===== src/sv/oxvt_pkg.sv =====
// Package for the oxygen sensor voltage tracker.
// Holds the field widths, limits, register indexes, mixture event codes and a voltage clamp.
// No dependencies.
package oxvt_pkg;

    localparam int VOLT_W    = 10;
    localparam int WORD_W    = 16;
    localparam int COUNT_W   = 8;
    localparam int CFG_IDX_W = 2;

    localparam logic [VOLT_W-1:0]  VOLT_MAX    = 10'd1023;
    localparam logic [WORD_W-1:0]  INHIBIT_CAP = 16'd52428;
    localparam logic [COUNT_W-1:0] COUNT_MAX   = 8'd255;

    // Configuration register indexes
    typedef enum logic [CFG_IDX_W-1:0] {
        REG_SHORT_THRESHOLD  = 2'd0,
        REG_INHIBIT_DELAY    = 2'd1,
        REG_TEST_BED_ENABLE  = 2'd2,
        REG_TEST_BED_VOLTAGE = 2'd3
    } cfg_index_t;

    // Mixture event codes
    typedef enum logic [1:0] {
        MIX_NONE         = 2'd0,
        MIX_LEAN_TO_RICH = 2'd1,
        MIX_RICH_TO_LEAN = 2'd2,
        MIX_FREEZE_LEAN  = 2'd3
    } mixture_t;

    // Clamp a 16-bit voltage to the 10-bit range
    function automatic logic [VOLT_W-1:0] clamp_volt(input logic [WORD_W-1:0] v);
        logic [VOLT_W-1:0] r;
        if (v > WORD_W'(VOLT_MAX))
            r = VOLT_MAX;
        else
            r = v[VOLT_W-1:0];
        return r;
    endfunction

endpackage


===== src/sv/oxygen_sensor_voltage_tracker.sv =====
// Top level of the oxygen sensor voltage tracker.
// Input register, one pass of tracking logic, result register. Uses oxvt_pkg.
//
// One tick is accepted per cycle while in_ready is high and its result is
// written to the result register when that register is free; throughput is one
// tick per clock unless the output stalls. The tracker state (extrema, inhibit
// counter, mixture flag) is updated from the input register together with the
// result register. Ready goes low only when both the input and result registers
// hold items and the result is not taken. Configuration writes take effect at
// the next clock edge and should be made only while no tick is in flight.
module oxygen_sensor_voltage_tracker
    import oxvt_pkg::*;
(
    input  logic                 clk,
    input  logic                 rst_n,

    // configuration write port
    input  logic                 cfg_we,
    input  logic [CFG_IDX_W-1:0] cfg_index,
    input  logic [WORD_W-1:0]    cfg_data,

    // input channel
    input  logic                 in_valid,
    output logic                 in_ready,
    input  logic [WORD_W-1:0]    raw_sample,
    input  logic [WORD_W-1:0]    filtered_volt,
    input  logic                 diag_inhibit,
    input  logic                 engine_running,
    input  logic                 first_computed,
    input  logic                 cycle_sync,
    input  logic                 injection_cut,
    input  logic [1:0]           mixture_event,

    // output channel
    output logic                 out_valid,
    input  logic                 out_ready,
    output logic [VOLT_W-1:0]    raw_volt,
    output logic [VOLT_W-1:0]    sensor_volt,
    output logic                 short_fault,
    output logic [VOLT_W-1:0]    cycle_max,
    output logic [VOLT_W-1:0]    cycle_min,
    output logic [WORD_W-1:0]    inhibit_left,
    output logic                 mixture_rich,
    output logic [COUNT_W-1:0]   transition_count
);

    // configuration registers
    logic [VOLT_W-1:0] thr_reg;
    logic [WORD_W-1:0] delay_reg;
    logic              tb_en_reg;
    logic [WORD_W-1:0] tb_volt_reg;

    // input stage
    logic              s1_valid_reg;
    logic [WORD_W-1:0] s1_raw_reg;
    logic [WORD_W-1:0] s1_filt_reg;
    logic              s1_diag_reg;
    logic              s1_run_reg;
    logic              s1_first_reg;
    logic              s1_sync_reg;
    logic              s1_cut_reg;
    mixture_t          s1_mix_reg;

    // tracker state
    logic [VOLT_W-1:0]  held_reg,    held_next;
    logic [VOLT_W-1:0]  rmax_reg,    rmax_next;
    logic [VOLT_W-1:0]  rmin_reg,    rmin_next;
    logic [VOLT_W-1:0]  lmax_reg,    lmax_next;
    logic [VOLT_W-1:0]  lmin_reg,    lmin_next;
    logic [WORD_W-1:0]  inhibit_reg, inhibit_next;
    logic               rich_reg,    rich_next;
    logic [COUNT_W-1:0] edge_reg,    edge_next;

    // result stage
    logic               out_valid_reg;
    logic [VOLT_W-1:0]  raw_volt_reg, raw_volt_next;
    logic               fault_reg,    fault_next;

    logic s1_adv;
    logic out_free;

    // handshake: result register frees when empty or taken
    assign out_free = !out_valid_reg || out_ready;
    assign s1_adv   = s1_valid_reg && out_free;
    assign in_ready = !s1_valid_reg || out_free;

    // configuration writes
    always_ff @(posedge clk or negedge rst_n)
    begin
        if (!rst_n)
        begin
            thr_reg     <= VOLT_MAX;
            delay_reg   <= '0;
            tb_en_reg   <= 1'b0;
            tb_volt_reg <= '0;
        end
        else if (cfg_we)
        begin
            unique case (cfg_index_t'(cfg_index))
                REG_SHORT_THRESHOLD:  thr_reg     <= cfg_data[VOLT_W-1:0];
                REG_INHIBIT_DELAY:    delay_reg   <= cfg_data;
                REG_TEST_BED_ENABLE:  tb_en_reg   <= cfg_data[0];
                REG_TEST_BED_VOLTAGE: tb_volt_reg <= cfg_data;
                default:              ;
            endcase
        end
    end

    // input register
    always_ff @(posedge clk or negedge rst_n)
    begin
        if (!rst_n)
            s1_valid_reg <= 1'b0;
        else if (in_ready)
            s1_valid_reg <= in_valid;
    end

    always_ff @(posedge clk)
    begin
        if (in_valid && in_ready)
        begin
            s1_raw_reg   <= raw_sample;
            s1_filt_reg  <= filtered_volt;
            s1_diag_reg  <= diag_inhibit;
            s1_run_reg   <= engine_running;
            s1_first_reg <= first_computed;
            s1_sync_reg  <= cycle_sync;
            s1_cut_reg   <= injection_cut;
            s1_mix_reg   <= mixture_t'(mixture_event);
        end
    end

    // one tick of tracking
    always_comb
    begin
        logic [VOLT_W-1:0] sel_volt;
        logic              is_short;

        held_next = held_reg;
        rmax_next = rmax_reg;
        rmin_next = rmin_reg;
        lmax_next = lmax_reg;
        lmin_next = lmin_reg;
        rich_next = rich_reg;
        edge_next = edge_reg;

        // divide by four and clamp
        if (s1_raw_reg[WORD_W-1:VOLT_W+2] != '0)
            raw_volt_next = VOLT_MAX;
        else
            raw_volt_next = s1_raw_reg[VOLT_W+1:2];

        is_short   = (raw_volt_next >= thr_reg);
        fault_next = is_short && !s1_diag_reg;
        sel_volt   = clamp_volt(tb_en_reg ? tb_volt_reg : s1_filt_reg);

        // voltage select when not shorted; extrema gated by the counter before update, first and running
        if (!is_short)
        begin
            held_next = sel_volt;
            if (inhibit_reg == '0 && s1_first_reg && s1_run_reg)
            begin
                if (sel_volt > rmax_reg)
                    rmax_next = sel_volt;
                if (sel_volt < rmin_reg)
                    rmin_next = sel_volt;
                if (s1_sync_reg)
                begin
                    lmax_next = rmax_next;
                    lmin_next = rmin_next;
                end
            end
        end

        // inhibit counter
        priority if (s1_cut_reg)
            inhibit_next = (delay_reg > INHIBIT_CAP) ? INHIBIT_CAP : delay_reg;
        else if (inhibit_reg > INHIBIT_CAP)
            inhibit_next = INHIBIT_CAP;
        else if (inhibit_reg != '0)
            inhibit_next = inhibit_reg - 1'b1;
        else
            inhibit_next = inhibit_reg;

        // mixture events
        unique case (s1_mix_reg)
            MIX_LEAN_TO_RICH, MIX_RICH_TO_LEAN:
            begin
                rich_next = (s1_mix_reg == MIX_LEAN_TO_RICH);
                if (edge_reg < COUNT_MAX)
                    edge_next = edge_reg + 1'b1;
            end
            MIX_FREEZE_LEAN: rich_next = 1'b0;
            MIX_NONE:        ;
            default:         ;
        endcase
    end

    // tracker state, advanced once per tick
    always_ff @(posedge clk or negedge rst_n)
    begin
        if (!rst_n)
        begin
            held_reg    <= '0;
            rmax_reg    <= '0;
            rmin_reg    <= VOLT_MAX;
            lmax_reg    <= '0;
            lmin_reg    <= '0;
            inhibit_reg <= '0;
            rich_reg    <= 1'b0;
            edge_reg    <= '0;
        end
        else if (s1_adv)
        begin
            held_reg    <= held_next;
            rmax_reg    <= rmax_next;
            rmin_reg    <= rmin_next;
            lmax_reg    <= lmax_next;
            lmin_reg    <= lmin_next;
            inhibit_reg <= inhibit_next;
            rich_reg    <= rich_next;
            edge_reg    <= edge_next;
        end
    end

    // result register
    always_ff @(posedge clk or negedge rst_n)
    begin
        if (!rst_n)
            out_valid_reg <= 1'b0;
        else if (out_free)
            out_valid_reg <= s1_valid_reg;
    end

    always_ff @(posedge clk)
    begin
        if (s1_adv)
        begin
            raw_volt_reg <= raw_volt_next;
            fault_reg    <= fault_next;
        end
    end

    // outputs; state after the tick is the result payload
    assign out_valid        = out_valid_reg;
    assign raw_volt         = raw_volt_reg;
    assign short_fault      = fault_reg;
    assign sensor_volt      = held_reg;
    assign cycle_max        = lmax_reg;
    assign cycle_min        = lmin_reg;
    assign inhibit_left     = inhibit_reg;
    assign mixture_rich     = rich_reg;
    assign transition_count = edge_reg;

    // checks
    a_inhibit_cap: assert property (@(posedge clk) disable iff (!rst_n)
        inhibit_reg <= INHIBIT_CAP)
        else $error("inhibit counter above cap");

    a_fault_thr: assert property (@(posedge clk) disable iff (!rst_n)
        out_valid_reg && fault_reg |-> raw_volt_reg >= thr_reg)
        else $error("short fault without raw voltage at threshold");

    a_count_down: assert property (@(posedge clk) disable iff (!rst_n)
        s1_adv && !s1_cut_reg && inhibit_reg != '0 |=>
        inhibit_reg == $past(inhibit_reg) - 1'b1)
        else $error("inhibit counter did not count down");

    a_edge_mono: assert property (@(posedge clk) disable iff (!rst_n)
        !s1_adv |=> $stable(edge_reg) && $stable(held_reg))
        else $error("tracker state changed without a tick");

    a_ready_empty: assert property (@(posedge clk) disable iff (!rst_n)
        !out_valid_reg |-> in_ready)
        else $error("input stalled with empty result register");

endmodule

===== config.mk =====
export PLATFORM = sky130hd
export DESIGN_NAME = oxygen_sensor_voltage_tracker
export DESIGN_NICKNAME = d
export VERILOG_FILES = /design/src/sv/oxvt_pkg.sv /design/src/sv/oxygen_sensor_voltage_tracker.sv
export SDC_FILE = /design/constraint.sdc
export NUM_CORES = 1
export LEC_CHECK = 0
export ABC_AREA = 1
export BUFFER_PORTS_ARGS = -buffer_cell sky130_fd_sc_hd__buf_4
export CORE_MARGIN = 2
export CORE_UTILIZATION = 57
export CTS_CLUSTER_DIAMETER = 150
export DETAILED_ROUTE_END_ITERATION = 8
export PLACE_DENSITY = 0.81
export SKIP_CTS_REPAIR_TIMING = 1
export SYNTH_ARGS = -nofsm -noshare
export SYNTH_HDL_FRONTEND = slang
export SYNTH_SLANG_ARGS = --single-unit

===== constraint.sdc =====
create_clock -name clk -period 3.4 [get_ports clk]
set_input_delay 0.68 -clock clk [delete_from_list [all_inputs] [get_ports clk]]
set_output_delay 0.68 -clock clk [all_outputs]
set_load 0.01 [all_outputs]

Word-level counts from Yosys, hierarchy flattened:

Cells that the tools add are included.

* register bits: 170
* latch bits: 0
* memory bits (writable): 0
* ROM bits: 0
* memories: 0

* $add $sub $neg: 2
* $mul: 0
* divide/modulo/power cells: 0
* order comparisons: 7
* equality and inequality tests: 6
* shift-type cells: 0
* muxes and demuxes: 10
* bitwise logic cells: 1
* reduce and logical (&&, ||, !) cells: 27

Operator list (count)
* $mux 16: 5
* $mux 10: 4
* $gt 16x16->1 const B: 2
* $gt 16x10->1 const B: 1
* $logic_not 16->1: 1
* $reduce_bool 16->1: 1
* $sub 16x1->16 const B: 1
* $reduce_and 2->1: 7
* $ge 10x10->1: 1
* $gt 10x10->1: 1
* $lt 10x10->1: 1
* $add 8x1->8 const B: 1
* $eq 2x2->1 const B: 4
* $lt 8x8->1 const B: 1
* $reduce_and 3->1: 2
* $logic_and 1x1->1: 5
* $eq 2x1->1 const B: 2
* $reduce_and 4->1: 1
* $reduce_bool 4->1: 1
* $logic_not 1->1: 3
* $reduce_bool 3->1: 1
* $logic_not 2->1: 1
* $logic_or 1x1->1: 2
* $pmux 1 s2: 1
* 3 further kinds: 3

Depth between registers and ports, before layout:

* depth in word-level cells: 5
* mapped depth: 19
* depth with buffers taken out: 18

Worst setup path after synthesis:

OpenSTA, ideal clock, no wires.

* path kind: flip-flop to flip-flop
* start point: register tb_en_reg
* end point: register lmax_reg[0] (netlist: cycle_max[0])
* library setup time: 0.117 ns
* arrival time: 2.297 ns
* required time: 3.283 ns
* setup slack: 0.986 ns
* stages on the path, launching flop included: 19
* buffers on the path: 2
* cell sequence: dfrtp_1 inv_2 nand2_1 nor2_1 nand2_1 nand2_1 buf_2 nand3_1 ha_1 nand2_1 nor2_1 nand2_1 nor3b_1 nand3_1 clkbuf_1 nand3_1 nand2_1 nand2_1 nand2_1

* word-level cells in the longest chain between the ends: 5

Ends and longest elaborated chain
* start: declaration: RTL line oxygen_sensor_voltage_tracker.sv:50 `logic tb_en_reg;`
* start signal: assignment: RTL line oxygen_sensor_voltage_tracker.sv:102 `REG_TEST_BED_ENABLE: tb_en_reg <= cfg_data[0];`
* $mux 16 *: RTL line oxygen_sensor_voltage_tracker.sv:155 `sel_volt = clamp_volt(tb_en_reg ? tb_volt_reg : s1_filt_reg);`
* $gt 16x10->1: RTL line oxvt_pkg.sv:34 `if (v > WORD_W'(VOLT_MAX))`
* $mux 10 *: RTL line oxvt_pkg.sv:34
* $gt 10x10->1: RTL line oxygen_sensor_voltage_tracker.sv:163 `if (sel_volt > rmax_reg)`
* $mux 10 *: RTL line oxygen_sensor_voltage_tracker.sv:163
* end signal: assignment: RTL line oxygen_sensor_voltage_tracker.sv:218 `lmax_reg <= lmax_next;`
* end: declaration: RTL line oxygen_sensor_voltage_tracker.sv:68 `logic [VOLT_W-1:0] lmax_reg, lmax_next;`

Every way passes the cells marked *; elsewhere a longest branch is shown, timed or not.
A chain may end at the register's enable or synchronous reset.

Final worst setup path:

Same ends and word-level chain as after synthesis.

==> results.json <==
{
  "cp.arrival_ns": 3.33,
  "r2r-end": "cycle_max[0]",
  "drive_gt1_frac": 0.2067,
  "fin_setup_tns_ns": 0,
  "utilization": 0.7153,
  "root_buffer": "clkbuf_16",
  "clkPwrFrac": 0.309,
  "area_growth_pct": 21.48,
  "nets": 1181,
  "p_leak_nw": 5.024,
  "cap_violations": 0,
  "placed_area_um2": 9407,
  "max_slew_margin": 0.3388,
  "p_int_w": 0.004202,
  "ir_drop_uv": 398.4,
  "ant_nets": 0,
  "period_minus_slack_ns": 2.957,
  "p_per_area_nw_per_um2": 627.7,
  "clock_latency_ns": 0.44,
  "clock-sinks": 168,
  "grt_usage": 0.2535,
  "setup.worst_path.end_class": "register",
  "n_antenna_cell": 0,
  "outcome": "completed",
  "min_path_type": "input pin to async pin",
  "syn-num-nets": 1045,
  "multi_input_area_um2": 3214,
  "ys_warn_count": 0,
  "critPathMaxStageDelay_ns": 0.40,
  "reg2reg_depth": 17,
  "netlist_instances": 949,
  "synth_edf_count": 48,
  "fill_cells": 1079,
  "grt_max_degree": 57,
  "cp_slowest_cell": "dfrtp_1",
  "die_h_um": 124.2,
  "ios": 130,
  "antenna_found_initial": 0,
  "portBuffers": 127,
  "tightestPinTransition_ns": 0.9890,
  "crit_path_cell_trace": "inv_2 -> nand2_1 -> nor2_1 -> nand2_1 -> nand2_2 -> nand3_1 -> ha_1 -> nand2_1 -> nor2_1 -> nand2_1 -> nor3b_1 -> nand3_1 -> nand2_1 -> nand2_1 -> nand2_1 -> nand2_1 -> nand2_1",
  "drc": 0,
  "ys_types": 40,
  "row_count": 43,
  "ys_seq_area_frac": 0.5426,
  "regArea_um2": 4469,
  "power.switching_w": 0.002079,
  "core-area_um2": 13990,
  "period_share": 0.8697,
  "fp.dieW_um": 124.2,
  "cts_buffers": 17,
  "vias": 6700,
  "dpl.hpwl_mm": 13.57,
  "grt_pass1_wl_mm": 31.09,
  "final_cell_area_um2": 10010,
  "routabilityCongestion": 0.9033,
  "grt-ovfl-total": 0,
  "rsz0062_at_grt": "no",
  "fmax_mhz": 338.2,
  "wl_mm": 18.88,
  "critPathRequiredTime_ns": 3.77,
  "pwr-share-comb": 0.252,
  "cts_tree": "built",
  "die-area_um2": 15430,
  "cp_max_fo": 11,
  "wl_per_cell_um": 14.77,
  "grt_pass1_vias": 6456,
  "rr_startpoint": "tb_en_reg",
  "drt_pass1_iterations": 5,
  "setup_viol": 0,
  "cts_buffer_depth": 2,
  "drt_iter0_drc": 511,
  "cpMostUsedCell": "nand2_1",
  "avgSynthCellArea_um2": 8.679,
  "cp-start-kind": "register",
  "hold_viol_final": 0,
  "syn-cell-area_um2": 8237,
  "regToRegSetupSlack_ns": 0.44,
  "ys_async_sr_fraction": 0.7143,
  "h-tree-depth": 4,
  "slew_viol_final": 0,
  "clk_pin_slew_ns": 0.07,
  "ys.flop_type": "dfrtp_1",
  "ys_ff_latch": 168,
  "seqPwrFrac": 0.439,
  "swShare": 0.3309,
  "initial_core_util": 0.5888,
  "crit_type": "register to register",
  "vias_per_cell": 5.243,
  "clock_skew_ns": 0.01418
}
## worst max path at each step
stage                   start      endpoint  depth (start not counted)
global route        tb_en_reg  cycle_max[0]                         18
CTS                 tb_en_reg  cycle_max[1]                         18
finish              tb_en_reg  cycle_max[0]                         17
global placement    tb_en_reg  cycle_max[0]                         18
floorplan           tb_en_reg  cycle_max[0]                         18
detailed placement  tb_en_reg   rmax_reg[0]                         18
## logic make-up (layout without fill, tap and decap cells)
group,count (synthesis),after routing,share of synthesized area
and+or+nand+nor,501,501,0.2610
DFF,168,168,0.5426
buffers and inverters,138,287,0.06745
AOI/OAI and AO/OA,88,88,0.05575
adders and majority gates,34,34,0.05165
xor gates and xnor gates,19,19,0.02020
muxes,1,1,0.001367
## power groups by stage
stage,Sequential (W),Clock [W],Combinational [W]
floorplan,0.00281,0,0.000885
global placement,0.00277,0,0.00153
detailed placement,0.00278,0,0.00158
CTS,0.00276,0.00196,0.00159
global route,0.00281,0.00206,0.00179
finish,0.00276,0.00194,0.00158
## Yosys cell counts, drive strengths merged, types with 4 or more instances
cell      n  area share
xor2     15       0.016
nor3     12      0.0099
clkbuf   16      0.0073
dfrtp   100        0.30
inv     111       0.051
buf      11      0.0093
dfstp    20       0.064
xnor2     4      0.0043
nand4     9      0.0068
nand3    82       0.050
nor2     56       0.029
edfxtp   48        0.17
nand2   327        0.15
ha       34       0.052
or2      10      0.0076
o21ai    69       0.042
a21oi    11      0.0067
## worst max-delay path, delay by kind of cell, from the launching register on
family,cells,cell delay (ns)
fa+ha+maj,1,0.37
simple gates,15,1.96
buf+inv,1,0.17
flops,1,0.40
## layer usage
metal / share of wire / vias up / track usage
li1: - / 3326 / -
met1: 0.44 / 3140 / 0.3328
met2: 0.47 / 198 / 0.4105
met3: 0.065 / 36 / 0.06325
met4: 0.022 / 0 / 0.09451
met5: 0 / - / 0
## layout make-up
cell class,instances,area share
clock buffers,22,0.05077
clock inverters,10,0.008878
inverters,111,0.04189
multi-input cells,643,0.3212
flip-flops and latches,168,0.4467
well taps,180,0.02251
repair buffers,144,0.1080
## cells in the final DEF (no fill, tap or decap), drive strengths merged, types with 2 or more instances in the layout
master  netlist  layout
clkbuf       16      22
xor2         15      15
nor4          3       3
inv         111     120
nand2       327     327
buf          11     144
o21bai        3       3
a21oi        11      11
edfxtp       48      48
ha           34      34
dfstp        20      20
nor3         12      12
dfrtp       100     100
a21boi        2       2
xnor2         4       4
nand3        82      82
or2          10      10
o21ai        69      69
nand4         9       9
nor2         56      56
## stage by stage
stage / worst slack (ns) / total power (W) / instances / hold WS (ns)
floorplan: 0.9860 / 0.003690 / 949 / 0.3844
global placement: 0.3994 / 0.004300 / 1246 / 0.4535
detailed placement: 0.3497 / 0.004363 / 1246 / 0.4609
CTS: 0.3292 / 0.006308 / 1278 / 0.3161
global route: 0.05622 / 0.006652 / 1278 / 0.3476
finish: 0.4430 / 0.006281 / 1278 / 0.2948
(Power assumes the default switching activity.)
